**config.mk**
```make
export PLATFORM = sky130hd
export DESIGN_NAME = pan_tilt_servo_slew_controller_flat
export DESIGN_NICKNAME = d
export VERILOG_FILES = /design/src/hw/rtl/ptssc_pkg.sv /design/src/hw/rtl/ptssc_in_if.sv /design/src/hw/rtl/ptssc_out_if.sv /design/src/hw/rtl/pan_tilt_servo_slew_controller.sv /design/src/flat_wrapper.sv
export VERILOG_INCLUDE_DIRS = /design/src /design/src/hw/rtl
export SDC_FILE = /design/constraint.sdc
export NUM_CORES = 2
export LEC_CHECK = 0
export BUFFER_PORTS_ARGS = -buffer_cell sky130_fd_sc_hd__buf_2
export CORE_MARGIN = 2
export CORE_UTILIZATION = 60
export CTS_CLUSTER_DIAMETER = 120
export DETAILED_ROUTE_END_ITERATION = 10
export GPL_ROUTABILITY_DRIVEN = 0
export GPL_TIMING_DRIVEN = 0
export PLACE_DENSITY = 0.77
export SLEW_MARGIN = 15
export SYNTH_ARGS = -nofsm -noshare
export SYNTH_HDL_FRONTEND = slang
export SYNTH_SLANG_ARGS = --single-unit
export TNS_END_PERCENT = 30
```
**constraint.sdc**
```tcl
create_clock -name clk -period 21.2 [get_ports clk]
set_input_delay 1.06 -clock clk [delete_from_list [all_inputs] [get_ports clk]]
set_output_delay 1.06 -clock clk [all_outputs]
set_load 0.01 [all_outputs]
```
**src/hw/rtl/pan_tilt_servo_slew_controller_assert.svh**
```systemverilog
// Assertion macros for the pan/tilt servo slew controller.
// Each macro expects clk and arst_n in the scope where it is used.
`ifndef PAN_TILT_SERVO_SLEW_CONTROLLER_ASSERT_SVH
`define PAN_TILT_SERVO_SLEW_CONTROLLER_ASSERT_SVH

// consequent checked in the same cycle as the antecedent
`define PTSSC_ASSERT_SAME(lbl, ante, cons, msg) \
	lbl: assert property (@(posedge clk) disable iff (!arst_n) (ante) |-> (cons)) \
		else $error(msg);

// consequent checked in the cycle after the antecedent
`define PTSSC_ASSERT_NEXT(lbl, ante, cons, msg) \
	lbl: assert property (@(posedge clk) disable iff (!arst_n) (ante) |=> (cons)) \
		else $error(msg);

`endif

```
**src/hw/rtl/ptssc_pkg.sv**
```systemverilog
// Shared types, constants and helper functions for the pan/tilt servo slew controller.
// No dependencies.
package ptssc_pkg;

	localparam int PULSE_W    = 15;
	localparam int ANGLE_W    = 8;
	localparam int CELL_W     = 4;
	localparam int TRACK_W    = 17;
	localparam int STEP_W     = 8;
	localparam int TMO_W      = 16;
	localparam int AGE_W      = 17;
	localparam int CFG_IDX_W  = 3;
	localparam int CFG_DATA_W = 16;
	localparam int NUM_AXES   = 2;

	localparam int AX_PAN  = 0;
	localparam int AX_TILT = 1;

	localparam logic [AGE_W-1:0]   AGE_MAX  = '1;
	localparam logic [ANGLE_W-1:0] DEG_HOME = 8'd90;
	localparam logic [ANGLE_W-1:0] DEG_FULL = 8'd180;

	// (span * d + 90) never exceeds 32767 * 180 + 90, which fits in 23 bits
	localparam int                 SCALE_W     = 23;
	localparam logic [SCALE_W-1:0] SCALE_ROUND = 23'd90;
	// ceil(2^31 / 180): exact quotient for every dividend below 2^23
	localparam int                 RECIP_W     = 24;
	localparam int                 RECIP_SHIFT = 31;
	localparam logic [RECIP_W-1:0] RECIP_180   = 24'd11930465;

	localparam logic [PULSE_W-1:0] RST_MIN_US   = 15'd1000;
	localparam logic [PULSE_W-1:0] RST_MAX_US   = 15'd2000;
	localparam logic [PULSE_W-1:0] RST_PULSE_US = 15'd1500;
	localparam logic               RST_INVERT   = 1'b1;
	localparam logic [STEP_W-1:0]  RST_STEP     = 8'd3;
	localparam logic [TMO_W-1:0]   RST_TMO_MS   = 16'd1000;

	typedef enum logic [1:0] {
		OP_TICK  = 2'd0,
		OP_HOME  = 2'd1,
		OP_GRID  = 2'd2,
		OP_TRACK = 2'd3
	} opcode_t;

	typedef enum logic [1:0] {
		CTRL_IDLE  = 2'd0,
		CTRL_GRID  = 2'd1,
		CTRL_TRACK = 2'd2
	} mode_t;

	typedef enum logic [CFG_IDX_W-1:0] {
		CFG_PAN_MIN   = 3'd0,
		CFG_PAN_MAX   = 3'd1,
		CFG_TILT_MIN  = 3'd2,
		CFG_TILT_MAX  = 3'd3,
		CFG_PAN_INV   = 3'd4,
		CFG_TILT_INV  = 3'd5,
		CFG_SLEW_STEP = 3'd6,
		CFG_TIMEOUT   = 3'd7
	} cfg_idx_t;

	function automatic logic cell_valid(input logic [CELL_W-1:0] num);
		return (num >= 4'd1) && (num <= 4'd9);
	endfunction

	// column of the 3x3 grid sets pan
	function automatic logic [ANGLE_W-1:0] pan_of_cell(input logic [CELL_W-1:0] num);
		logic [ANGLE_W-1:0] deg;
		case (num) inside
			4'd1, 4'd4, 4'd7: deg = 8'd30;
			4'd3, 4'd6, 4'd9: deg = 8'd150;
			default:          deg = DEG_HOME;
		endcase
		return deg;
	endfunction

	// row of the 3x3 grid sets tilt
	function automatic logic [ANGLE_W-1:0] tilt_of_cell(input logic [CELL_W-1:0] num);
		logic [ANGLE_W-1:0] deg;
		case (num) inside
			4'd1, 4'd2, 4'd3: deg = 8'd120;
			4'd7, 4'd8, 4'd9: deg = 8'd60;
			default:          deg = DEG_HOME;
		endcase
		return deg;
	endfunction

	// step toward goal by at most step, never past it
	function automatic logic [ANGLE_W-1:0] slew_toward(input logic [ANGLE_W-1:0] cur,
			input logic [ANGLE_W-1:0] goal, input logic [STEP_W-1:0] step);
		logic [ANGLE_W-1:0] res;
		res = cur;
		if (cur < goal) begin
			res = ((goal - cur) > step) ? (cur + step) : goal;
		end else if (cur > goal) begin
			res = ((cur - goal) > step) ? (cur - step) : goal;
		end
		return res;
	endfunction

endpackage

```
**src/hw/rtl/ptssc_in_if.sv**
```systemverilog
// Command channel of the pan/tilt servo slew controller: valid/ready plus one command item.
// Depends on ptssc_pkg.
interface ptssc_in_if;
	import ptssc_pkg::*;

	logic               valid;
	logic               ready;
	logic [1:0]         opcode;
	logic [CELL_W-1:0]  grid_cell;
	logic [TRACK_W-1:0] track_x;
	logic [TRACK_W-1:0] track_y;

	modport source (output valid, output opcode, output grid_cell, output track_x,
		output track_y, input ready);
	modport sink (input valid, input opcode, input grid_cell, input track_x,
		input track_y, output ready);
endinterface

```
**src/hw/rtl/ptssc_out_if.sv**
```systemverilog
// Result channel of the pan/tilt servo slew controller: valid/ready plus one status item.
// Depends on ptssc_pkg.
interface ptssc_out_if;
	import ptssc_pkg::*;

	logic               valid;
	logic               ready;
	logic [PULSE_W-1:0] pan_pulse_us;
	logic [PULSE_W-1:0] tilt_pulse_us;
	logic [ANGLE_W-1:0] pan_angle;
	logic [ANGLE_W-1:0] tilt_angle;
	logic [1:0]         control_mode;
	logic               period_update;

	modport source (output valid, output pan_pulse_us, output tilt_pulse_us,
		output pan_angle, output tilt_angle, output control_mode, output period_update,
		input ready);
	modport sink (input valid, input pan_pulse_us, input tilt_pulse_us, input pan_angle,
		input tilt_angle, input control_mode, input period_update, output ready);
endinterface

```
**src/hw/rtl/pan_tilt_servo_slew_controller.sv**
```systemverilog
// Pan/tilt servo aim controller: mode/goal/angle state, slew limiting, pulse width scaling.
// Depends on ptssc_pkg, ptssc_in_if, ptssc_out_if and the assertion macro header.
//
// Takes one command item per clock while the output accepts items, and returns exactly one status
// item per command, passing it through four registers: input register, state update, scale multiply,
// reciprocal divide. The rate is one item per cycle while the output accepts items; the
// divide by 180 in the pulse scaling is a multiply by a fixed reciprocal, split from the
// span multiply by a register. Every stage has its own valid bit, so commands keep flowing
// into empty stages while a finished status item waits on the output. A status item shows
// the pulse widths, angles and mode after its command; pulse widths only change on a tick
// that closes a control period.
module pan_tilt_servo_slew_controller #(
	parameter int CONTROL_PERIOD_TICKS = 20,
	parameter int FRAC_BITS            = 16
) (
	input  logic                             clk,
	input  logic                             arst_n,
	input  logic                             cfg_we,
	input  logic [ptssc_pkg::CFG_IDX_W-1:0]  cfg_idx,
	input  logic [ptssc_pkg::CFG_DATA_W-1:0] cfg_wdata,
	ptssc_in_if.sink                         cmd,
	ptssc_out_if.source                      rsp
);
	import ptssc_pkg::*;

	`include "pan_tilt_servo_slew_controller_assert.svh"

	localparam int CNT_W = $clog2(CONTROL_PERIOD_TICKS + 1);
	localparam int VW    = (FRAC_BITS + 1 > TRACK_W) ? (FRAC_BITS + 1) : TRACK_W;
	localparam int PW    = VW + ANGLE_W;
	localparam logic [VW-1:0]    FRAC_ONE  = VW'(1) << FRAC_BITS;
	localparam logic [PW-1:0]    FRAC_HALF = PW'(FRAC_ONE >> 1);
	localparam logic [PW-1:0]    FULL_P    = PW'(DEG_FULL);
	localparam logic [CNT_W-1:0] CNT_WRAP  = CNT_W'(CONTROL_PERIOD_TICKS);
	localparam int               PROD_W    = SCALE_W + RECIP_W;

	// configuration
	logic [PULSE_W-1:0] min_q [NUM_AXES];
	logic [PULSE_W-1:0] max_q [NUM_AXES];
	logic [NUM_AXES-1:0] inv_q;
	logic [STEP_W-1:0]  step_q;
	logic [TMO_W-1:0]   timeout_q;

	// controller state
	mode_t              mode_q;
	logic [ANGLE_W-1:0] now_q  [NUM_AXES];
	logic [ANGLE_W-1:0] goal_q [NUM_AXES];
	logic [CNT_W-1:0]   cnt_q;
	logic [AGE_W-1:0]   age_q;
	logic [PULSE_W-1:0] pulse_q [NUM_AXES];

	// pipeline
	logic               valid_s1, valid_s2, valid_s3, valid_s4;
	opcode_t            op_s1;
	logic [CELL_W-1:0]  cell_s1;
	logic [TRACK_W-1:0] tx_s1, ty_s1;

	mode_t              mode_s2, mode_s3, mode_s4;
	logic [ANGLE_W-1:0] ang_s2 [NUM_AXES];
	logic [ANGLE_W-1:0] ang_s3 [NUM_AXES];
	logic [ANGLE_W-1:0] ang_s4 [NUM_AXES];
	logic [ANGLE_W-1:0] d_s2   [NUM_AXES];
	logic [PULSE_W-1:0] span_s2 [NUM_AXES];
	logic [PULSE_W-1:0] lo_s2  [NUM_AXES];
	logic [PULSE_W-1:0] lo_s3  [NUM_AXES];
	logic [NUM_AXES-1:0] flat_s2, flat_s3;
	logic [SCALE_W-1:0] x_s3   [NUM_AXES];
	logic               did_s2, did_s3, did_s4;
	logic [PULSE_W-1:0] pulse_s4 [NUM_AXES];

	// pulse scaling datapath
	logic [ANGLE_W-1:0] d_n [NUM_AXES];
	logic [PROD_W-1:0]  quo_prod [NUM_AXES];
	logic [PULSE_W-1:0] pulse_s4_n [NUM_AXES];

	logic rdy1, rdy2, rdy3, rdy4;
	logic take1, move12, move23, move34;

	always_comb begin
		rdy4   = !valid_s4 || rsp.ready;
		rdy3   = !valid_s3 || rdy4;
		rdy2   = !valid_s2 || rdy3;
		rdy1   = !valid_s1 || rdy2;
		take1  = cmd.valid && rdy1;
		move12 = valid_s1 && rdy2;
		move23 = valid_s2 && rdy3;
		move34 = valid_s3 && rdy4;
	end

	assign cmd.ready = rdy1;

	// ---------------- state update from the registered command ----------------
	logic [VW-1:0]      vx, vy;
	logic [PW-1:0]      px, py;
	logic [ANGLE_W-1:0] track_pan, track_tilt;
	logic [AGE_W-1:0]   age_inc;
	logic [CNT_W-1:0]   cnt_inc;
	logic               wrap, stale;

	mode_t              mode_n;
	logic [ANGLE_W-1:0] now_n  [NUM_AXES];
	logic [ANGLE_W-1:0] goal_n [NUM_AXES];
	logic [CNT_W-1:0]   cnt_n;
	logic [AGE_W-1:0]   age_n;
	logic               did_n;
	logic               period_go;

	always_comb begin
		vx = VW'(tx_s1);
		vy = VW'(ty_s1);
		if (vx > FRAC_ONE) vx = FRAC_ONE;
		if (vy > FRAC_ONE) vy = FRAC_ONE;
		px = PW'(vx) * FULL_P + FRAC_HALF;
		py = PW'(vy) * FULL_P + FRAC_HALF;
		track_pan  = px[FRAC_BITS +: ANGLE_W];
		track_tilt = py[FRAC_BITS +: ANGLE_W];

		age_inc = (age_q == AGE_MAX) ? age_q : (age_q + 1'b1);
		cnt_inc = cnt_q + 1'b1;
		wrap    = cnt_inc >= CNT_WRAP;
		stale   = (mode_q == CTRL_TRACK) && (age_inc > AGE_W'(timeout_q));

		mode_n = mode_q;
		now_n  = now_q;
		goal_n = goal_q;
		cnt_n  = cnt_q;
		age_n  = age_q;
		did_n  = 1'b0;

		unique case (op_s1)
			OP_HOME: begin
				mode_n          = CTRL_IDLE;
				goal_n[AX_PAN]  = DEG_HOME;
				goal_n[AX_TILT] = DEG_HOME;
			end
			OP_GRID: begin
				if (cell_valid(cell_s1)) begin
					mode_n          = CTRL_GRID;
					goal_n[AX_PAN]  = pan_of_cell(cell_s1);
					goal_n[AX_TILT] = tilt_of_cell(cell_s1);
				end
			end
			OP_TRACK: begin
				mode_n          = CTRL_TRACK;
				goal_n[AX_PAN]  = track_pan;
				goal_n[AX_TILT] = track_tilt;
				age_n           = '0;
			end
			OP_TICK: begin
				age_n = age_inc;
				cnt_n = cnt_inc;
				if (wrap) begin
					cnt_n = '0;
					did_n = 1'b1;
					// lost track: fall back to home before slewing
					if (stale) begin
						mode_n          = CTRL_IDLE;
						goal_n[AX_PAN]  = DEG_HOME;
						goal_n[AX_TILT] = DEG_HOME;
					end
					for (int a = 0; a < NUM_AXES; a++) begin
						now_n[a] = slew_toward(now_q[a], goal_n[a], step_q);
					end
				end
			end
		endcase
		period_go = move12 && did_n;
	end

	// ---------------- control and state registers ----------------
	always_ff @(posedge clk or negedge arst_n) begin
		if (!arst_n) begin
			valid_s1  <= 1'b0;
			valid_s2  <= 1'b0;
			valid_s3  <= 1'b0;
			valid_s4  <= 1'b0;
			mode_q    <= CTRL_IDLE;
			cnt_q     <= '0;
			age_q     <= '0;
			step_q    <= RST_STEP;
			timeout_q <= RST_TMO_MS;
			inv_q     <= {NUM_AXES{RST_INVERT}};
			for (int a = 0; a < NUM_AXES; a++) begin
				now_q[a]   <= DEG_HOME;
				goal_q[a]  <= DEG_HOME;
				min_q[a]   <= RST_MIN_US;
				max_q[a]   <= RST_MAX_US;
				pulse_q[a] <= RST_PULSE_US;
			end
		end else begin
			valid_s1 <= take1 || (valid_s1 && !rdy2);
			valid_s2 <= move12 || (valid_s2 && !rdy3);
			valid_s3 <= move23 || (valid_s3 && !rdy4);
			valid_s4 <= move34 || (valid_s4 && !rsp.ready);

			if (move12) begin
				mode_q <= mode_n;
				now_q  <= now_n;
				goal_q <= goal_n;
				cnt_q  <= cnt_n;
				age_q  <= age_n;
			end

			if (move34 && did_s3) begin
				pulse_q <= pulse_s4_n;
			end

			if (cfg_we) begin
				unique case (cfg_idx_t'(cfg_idx))
					CFG_PAN_MIN:   min_q[AX_PAN]  <= cfg_wdata[PULSE_W-1:0];
					CFG_PAN_MAX:   max_q[AX_PAN]  <= cfg_wdata[PULSE_W-1:0];
					CFG_TILT_MIN:  min_q[AX_TILT] <= cfg_wdata[PULSE_W-1:0];
					CFG_TILT_MAX:  max_q[AX_TILT] <= cfg_wdata[PULSE_W-1:0];
					CFG_PAN_INV:   inv_q[AX_PAN]  <= cfg_wdata[0];
					CFG_TILT_INV:  inv_q[AX_TILT] <= cfg_wdata[0];
					CFG_SLEW_STEP: step_q         <= cfg_wdata[STEP_W-1:0];
					CFG_TIMEOUT:   timeout_q      <= cfg_wdata[TMO_W-1:0];
				endcase
			end
		end
	end

	// ---------------- pulse scaling datapath ----------------
	always_comb begin
		for (int a = 0; a < NUM_AXES; a++) begin
			d_n[a]      = inv_q[a] ? (DEG_FULL - now_n[a]) : now_n[a];
			quo_prod[a] = PROD_W'(x_s3[a]) * PROD_W'(RECIP_180);
			pulse_s4_n[a] = flat_s3[a] ? lo_s3[a]
				: (lo_s3[a] + quo_prod[a][RECIP_SHIFT +: PULSE_W]);
		end
	end

	always_ff @(posedge clk) begin
		if (take1) begin
			op_s1   <= opcode_t'(cmd.opcode);
			cell_s1 <= cmd.grid_cell;
			tx_s1   <= cmd.track_x;
			ty_s1   <= cmd.track_y;
		end
		if (move12) begin
			mode_s2 <= mode_n;
			did_s2  <= did_n;
			for (int a = 0; a < NUM_AXES; a++) begin
				ang_s2[a]  <= now_n[a];
				d_s2[a]    <= d_n[a];
				span_s2[a] <= max_q[a] - min_q[a];
				lo_s2[a]   <= min_q[a];
				flat_s2[a] <= max_q[a] < min_q[a];
			end
		end
		if (move23) begin
			mode_s3 <= mode_s2;
			did_s3  <= did_s2;
			flat_s3 <= flat_s2;
			for (int a = 0; a < NUM_AXES; a++) begin
				ang_s3[a] <= ang_s2[a];
				lo_s3[a]  <= lo_s2[a];
				x_s3[a]   <= SCALE_W'(span_s2[a]) * SCALE_W'(d_s2[a]) + SCALE_ROUND;
			end
		end
		if (move34) begin
			mode_s4 <= mode_s3;
			did_s4  <= did_s3;
			for (int a = 0; a < NUM_AXES; a++) begin
				ang_s4[a]   <= ang_s3[a];
				pulse_s4[a] <= did_s3 ? pulse_s4_n[a] : pulse_q[a];
			end
		end
	end

	assign rsp.valid         = valid_s4;
	assign rsp.pan_pulse_us  = pulse_s4[AX_PAN];
	assign rsp.tilt_pulse_us = pulse_s4[AX_TILT];
	assign rsp.pan_angle     = ang_s4[AX_PAN];
	assign rsp.tilt_angle    = ang_s4[AX_TILT];
	assign rsp.control_mode  = mode_s4;
	assign rsp.period_update = did_s4;

	// ---------------- assertions ----------------
	`PTSSC_ASSERT_NEXT(a_timeout_leaves_track, period_go,
		(mode_q != CTRL_TRACK) || (age_q <= AGE_W'(timeout_q)),
		"still tracking after the detection timeout")
	`PTSSC_ASSERT_NEXT(a_angles_move_only_on_period, !period_go,
		$stable(now_q[AX_PAN]) && $stable(now_q[AX_TILT]),
		"angle changed outside a control period")
	`PTSSC_ASSERT_NEXT(a_pan_slew_limit, period_go,
		((now_q[AX_PAN] >= $past(now_q[AX_PAN])) ? (now_q[AX_PAN] - $past(now_q[AX_PAN]))
		: ($past(now_q[AX_PAN]) - now_q[AX_PAN])) <= $past(step_q),
		"pan moved further than the slew step")
	`PTSSC_ASSERT_SAME(a_result_needs_item, valid_s4 && !valid_s3,
		rdy3, "stage three blocked while empty")

endmodule
```
**src/flat_wrapper.sv**
```systemverilog
// flat-port wrapper written by rule: the top's interface ports become plain ports
module pan_tilt_servo_slew_controller_flat import ptssc_pkg::*;
#(
	parameter int CONTROL_PERIOD_TICKS = 20,
	parameter int FRAC_BITS            = 16
)
  (clk, arst_n, cfg_we, cfg_idx, cfg_wdata, cmd_valid, cmd_opcode, cmd_grid_cell, cmd_track_x, cmd_track_y, cmd_ready, rsp_valid, rsp_pan_pulse_us, rsp_tilt_pulse_us, rsp_pan_angle, rsp_tilt_angle, rsp_control_mode, rsp_period_update, rsp_ready);
  ptssc_in_if cmd_i ();
  ptssc_out_if rsp_i ();
  input  logic clk;
  input  logic arst_n;
  input  logic cfg_we;
  input  logic [ptssc_pkg::CFG_IDX_W-1:0] cfg_idx;
  input  logic [ptssc_pkg::CFG_DATA_W-1:0] cfg_wdata;
  input wire logic [$bits(cmd_i.valid)-1:0] cmd_valid;
  input wire logic [$bits(cmd_i.opcode)-1:0] cmd_opcode;
  input wire logic [$bits(cmd_i.grid_cell)-1:0] cmd_grid_cell;
  input wire logic [$bits(cmd_i.track_x)-1:0] cmd_track_x;
  input wire logic [$bits(cmd_i.track_y)-1:0] cmd_track_y;
  output wire logic [$bits(cmd_i.ready)-1:0] cmd_ready;
  output wire logic [$bits(rsp_i.valid)-1:0] rsp_valid;
  output wire logic [$bits(rsp_i.pan_pulse_us)-1:0] rsp_pan_pulse_us;
  output wire logic [$bits(rsp_i.tilt_pulse_us)-1:0] rsp_tilt_pulse_us;
  output wire logic [$bits(rsp_i.pan_angle)-1:0] rsp_pan_angle;
  output wire logic [$bits(rsp_i.tilt_angle)-1:0] rsp_tilt_angle;
  output wire logic [$bits(rsp_i.control_mode)-1:0] rsp_control_mode;
  output wire logic [$bits(rsp_i.period_update)-1:0] rsp_period_update;
  input wire logic [$bits(rsp_i.ready)-1:0] rsp_ready;
  assign cmd_i.valid = cmd_valid;
  assign cmd_i.opcode = cmd_opcode;
  assign cmd_i.grid_cell = cmd_grid_cell;
  assign cmd_i.track_x = cmd_track_x;
  assign cmd_i.track_y = cmd_track_y;
  assign cmd_ready = cmd_i.ready;
  assign rsp_valid = rsp_i.valid;
  assign rsp_pan_pulse_us = rsp_i.pan_pulse_us;
  assign rsp_tilt_pulse_us = rsp_i.tilt_pulse_us;
  assign rsp_pan_angle = rsp_i.pan_angle;
  assign rsp_tilt_angle = rsp_i.tilt_angle;
  assign rsp_control_mode = rsp_i.control_mode;
  assign rsp_period_update = rsp_i.period_update;
  assign rsp_i.ready = rsp_ready;
  pan_tilt_servo_slew_controller #(.CONTROL_PERIOD_TICKS(CONTROL_PERIOD_TICKS), .FRAC_BITS(FRAC_BITS)) u_core (.clk(clk), .arst_n(arst_n), .cfg_we(cfg_we), .cfg_idx(cfg_idx), .cfg_wdata(cfg_wdata), .cmd(cmd_i), .rsp(rsp_i));
endmodule
```
* Yosys cells after proc, flatten, opt, wreduce, memory -nomap -nowiden
Memories as Yosys holds them, arrays and structs flattened. Index checks and enable logic that the tools add are counted.
Word-level totals: memories kept 9, register bits 229, output and inout bits 51, RAM bits 230, input bits 64
Memory list:
- u_core.x_s3 | words 2, bits a word 23, read ports 2, clocked after Yosys merged registers in 0, write ports 2, RTL line pan_tilt_servo_slew_controller.sv:67 | logic [SCALE_W-1:0] x_s3 [NUM_AXES];
- u_core.lo_s2 | words 2, bits a word 15, read ports 2, clocked after Yosys merged registers in 0, write ports 2, RTL line pan_tilt_servo_slew_controller.sv:64 | logic [PULSE_W-1:0] lo_s2 [NUM_AXES];
- u_core.lo_s3 | words 2, bits a word 15, read ports 2, clocked after Yosys merged registers in 0, write ports 2, RTL line pan_tilt_servo_slew_controller.sv:65 | logic [PULSE_W-1:0] lo_s3 [NUM_AXES];
- u_core.pulse_s4 | words 2, bits a word 15, read ports 2, clocked after Yosys merged registers in 0, write ports 2, RTL line pan_tilt_servo_slew_controller.sv:69 | logic [PULSE_W-1:0] pulse_s4 [NUM_AXES];
- u_core.span_s2 | words 2, bits a word 15, read ports 2, clocked after Yosys merged registers in 0, write ports 2, RTL line pan_tilt_servo_slew_controller.sv:63 | logic [PULSE_W-1:0] span_s2 [NUM_AXES];
- u_core.ang_s2 | words 2, bits a word 8, read ports 2, clocked after Yosys merged registers in 0, write ports 2, RTL line pan_tilt_servo_slew_controller.sv:59 | logic [ANGLE_W-1:0] ang_s2 [NUM_AXES];
- +3 memories
Operators by class: equality and inequality tests 22, reduce and logical (&&, ||, !) cells 45, $lt $le $gt $ge 16, add/sub/neg operators 20, multipliers 6, muxes and demuxes 42
Operator list (number):
- 2-to-1 mux 16 bit | 7
- 2-to-1 mux 8 bit | 13
- multiplier 23 x 24 -> 46 bit, second input constant | 2
- case mux 16 bit (4 select lines) | 1
- 2-to-1 mux 15 bit | 4
- 2-to-1 mux 17 bit | 3
- adder 24 x 16 -> 24 bit, second input constant | 2
- > comparator 8 bit | 6
- subtractor 8 bit | 6
- adder 23 x 7 -> 23 bit, second input constant | 2
- multiplier 15 x 8 -> 23 bit | 2
- multiplier 17 x 6 -> 22 bit, second input constant | 2
- > comparator 17 bit, second input constant | 2
- case mux 17 bit (2 select lines) | 1
- adder 15 bit | 2
- less-than comparator 15 bit | 2
- subtractor 15 bit | 2
- AND reduction 2 bit | 10
- adder 17 x 1 -> 17 bit, second input constant | 1
- == test 17 bit, second input constant | 1
- > comparator 17 x 16 -> 1 bit | 1
- adder 8 bit | 2
- less-than comparator 8 bit | 2
- subtractor 8 bit, first input constant | 2
- other kinds (27) | 73

* Logic depth before layout (Yosys ltp)
depth after elaboration 16, depth in mapped cells 46

* Least setup slack after synthesis
OpenSTA, ideal clock, no wires.
path type register to register, from mem u_core.x_s3[1][6] (netlist: u_core.x_s3[0][29]), to mem u_core.pulse_s4[1][14] (netlist: u_core.pulse_s4[0][29]), data pin, path buffers 0, stages on the path, launching flop included 35, data arrival time 8.127 ns, setup time 0.152 ns, path slack 12.921 ns, path through edfxtp_1 -> ha_1 -> inv_1 -> fa_1 -> fa_1 -> inv_1 -> fa_1 -> inv_1 -> fa_1 -> fa_1 -> inv_1 -> fa_1 -> ha_1 -> nand2_1 -> nor2_1 -> a221oi_1 -> a311oi_1 -> o21ai_0 -> nand2b_1 -> or3_1 -> and3_1 -> o21a_1 -> nor2_1 -> ha_1 -> a21o_1 -> a21oi_1 -> nor2b_1 -> o21a_1 -> o22a_1 -> a211o_1 -> a2111oi_0 -> a211oi_1 -> xnor2_1 -> or3_1 -> a31oi_1
RTL lines (RTL line):
- start, declared | pan_tilt_servo_slew_controller.sv:67
- end, declared | pan_tilt_servo_slew_controller.sv:69

==> summary.md <==
| Metric | Value |
|---|---|
| Die area | `82000 sq um` |
| Core Util, Final | `around 65%` |
| Synth warnings | `0` |
| P&R area growth vs syn | `7.96%` |
| Post-CTS Resized | `0` |
| Status | `completed` |
| Synth top area share | `21.0%` |
| Synthesized area per cell | `~10 sq um` |
| Max-cap viol count | `0` |
| Setup CP Type | `flop to flop` |
| Mapped cell area | `47900 sq um` |
| Clock Latency Late Sink | `0.63 ns` |
| DP Area | `49900 sq um` |
| Critical path fanouts, max | `10` |
| CTS Root Cell | `clkbuf_16` |
| F_max | `96.3 MHz` |
| Clock tree buffer depth | `3` |
| DP Wirelength | `89000 um` |
| CTS Buf Count | `53` |
| Synth cell count leaders | `814 x inv_1, 733 x ha_1, 502 x fa_1` |
| CTS Sinks | `approximately 460` |
| DRC errors left | `0` |
| Worst Tran Pin Value | `0.957 ns` |
| Worst-path clk slew | `approximately 0.060 ns` |
| Crit start category | `flop` |
| Layout cells sized above 1 | `7.54%` |
| Global-route usage over all layers | `27.4%` |
| Post-Syn Instances | `4637` |
| Most frequent cell after synthesis | `inv_1` |
| Port bufs | `around 110` |
| Vias in the first global route | `34900` |
| GR Overflow Total | `0` |
| Remaining antenna violation count after routing | `0` |
| Via density | `5.72` |
| First-pass GRT wire length | `179000 um` |
| Number of synthesized register bits | `457` |
| Die height | `286 um` |
| Fin crit period | `10.39 ns` |
| Hold-fix buffers, CTS | `0` |
| RSZ-0062 raised after global routing | `no` |
| CTS tree | `built` |
| Die W | `286 um` |
| Core Area | `79000 sq um` |
| Fin nets | `a little over 6000` |
| Synth unique cells | `84` |
| Max-slew violations | `0` |
| HP Class | `primary input to async pin` |
| Antenna violations before repair | `6` |
| Fin. Hold Viols | `0` |
| Post-synth ARST share | `between 30% and 40%` |
| DR pass1 iterations | `6` |
| # rows | `103` |
| Post-CTS setup repair buffer count | `0` |
| Net count after synthesis | `5936` |
| Largest net degree at the start of global routing | `103` |
| Post-route setup TNS | `0 ns` |
| Final setup margin | `approximately 11 ns` |
| Critical path capture point type | `flop` |
| DP Worst Slack | `10.99 ns` |
| Critical Path AT | `10.73 ns` |
| Relative slew slack | `36.2%` |
| H-tree depth | `2` |
| Ports | `115` |
| Ranking of synthesized cells by area | `fa_1 21%, ha_1 19%, edfxtp_1 18%` |
| Detailed-route wire length per cell | `18.5 um` |
| Initial Utilization | `60.6%` |
| Req. time, crit path | `between 20 and 25 ns` |
| Final worst path period share | `49.0%` |
| Setup Skew | `0.0427 ns` |
| Post-synth EDFFs | `281` |
| Synth Flop Type | `edfxtp_1` |
| Yosys top cell by area | `fa_1` |
| Slowest CP cell | `a211oi_1` |
| CP max stage delay | `0.62 ns` |
| Count of final setup violators | `0` |
| DRT iter0 DRCs | `2196` |
| Vias post-DR | `33800` |
| Seq/Total Area, Yosys | `27.0%` |
| WL final | `109000 um` |
| Final instance area | `51700 sq um` |
[critical path, delay by kind of cell, from the launching register on]
family          cells  cell delay, ns
compound gates     14            3.75
simple gates       14            2.94
buf+inv             5            1.46
fa+ha+maj           5            1.18
flops               1            0.43
xor+xnor            2            0.29
[per-stage QoR]
step / instances / hold slack, ns
after global routing: 5906 / 0.421
after detailed placement: 5805 / 0.405
after CTS: 5904 / 0.406
after global placement: 5799 / 0.401
after floorplan: 4637 / 0.400
final: 5906 / 0.394
[path summary, 6_finish.rpt]
kind | startpoint | to | slack [ns] | depth (start not counted)
max reg2reg | u_core.age_q[0] | u_core.d_s2[0][7] | 10.81 | 40
max | u_core.age_q[0] | u_core.d_s2[0][7] | 10.81 | 40
min in group clk | u_core.ang_s2[0][1] | u_core.ang_s3[0][1] | 0.42 | 0
max in group asynchronous | arst_n | u_core.pulse_q[10] | 19.78 | 2
min reg2reg | u_core.ang_s2[0][1] | u_core.ang_s3[0][1] | 0.42 | 0
min | arst_n | u_core.age_q[6] | 0.39 | 1
[final cells by class]
class	count	area, sq um
multi-input combinational	3273	31500
antenna	2	5.00
inverter	815	3060
clock inverter	33	345
tap	1050	1310
clock buffer	66	1420
timing repair buffer	118	713
sequential	457	12900
fill	6046	27300
buffer	92	372
[state kept, by name, indices dropped and copies added, names as in the netlist, 30 cells and up]
signal / cells
u_core.pulse_s4: 30
u_core.lo_s2: 30
u_core.x_s3: 46
u_core.lo_s3: 30
u_core.min_q: 30
u_core.max_q: 30
u_core.pulse_q: 30
u_core.span_s2: 30
[metal layers]
metal | vias up | GRT usage [%] | wire, um
li1 | 15900 | - | -
met1 | 16600 | 36.5 | 45900
met2 | 1090 | 46.7 | 52600
met3 | 216 | 3.43 | 6990
met4 | 2 | 8.63 | 3600
met5 | - | 0 | 13
[placed cells by master, fill, tap and decap left out, types with 137 or more instances in the layout]
master,count
xnor2_1,137
fa_1,502
edfxtp_1,281
a21oi_1,194
inv_1,814
nor2_1,215
nand2_1,338
o21ai_0,179
ha_1,733
and2_1,153
[cell families (layout without fill, tap and decap cells)]
kind of cell,count (synthesis),after routing,synth area share (%)
mux,77,77,1.79
simple gates,1053,1053,10.8
other cells,0,2,0
flops,457,457,27.0
fa+ha+maj,1236,1236,40.2
compound gates,712,712,9.54
xor+xnor,195,195,3.57
buf+inv,907,1124,7.16
Power is not shown: default switching activity piles up to over one toggle a cycle in this logic, so the estimate is an artifact.
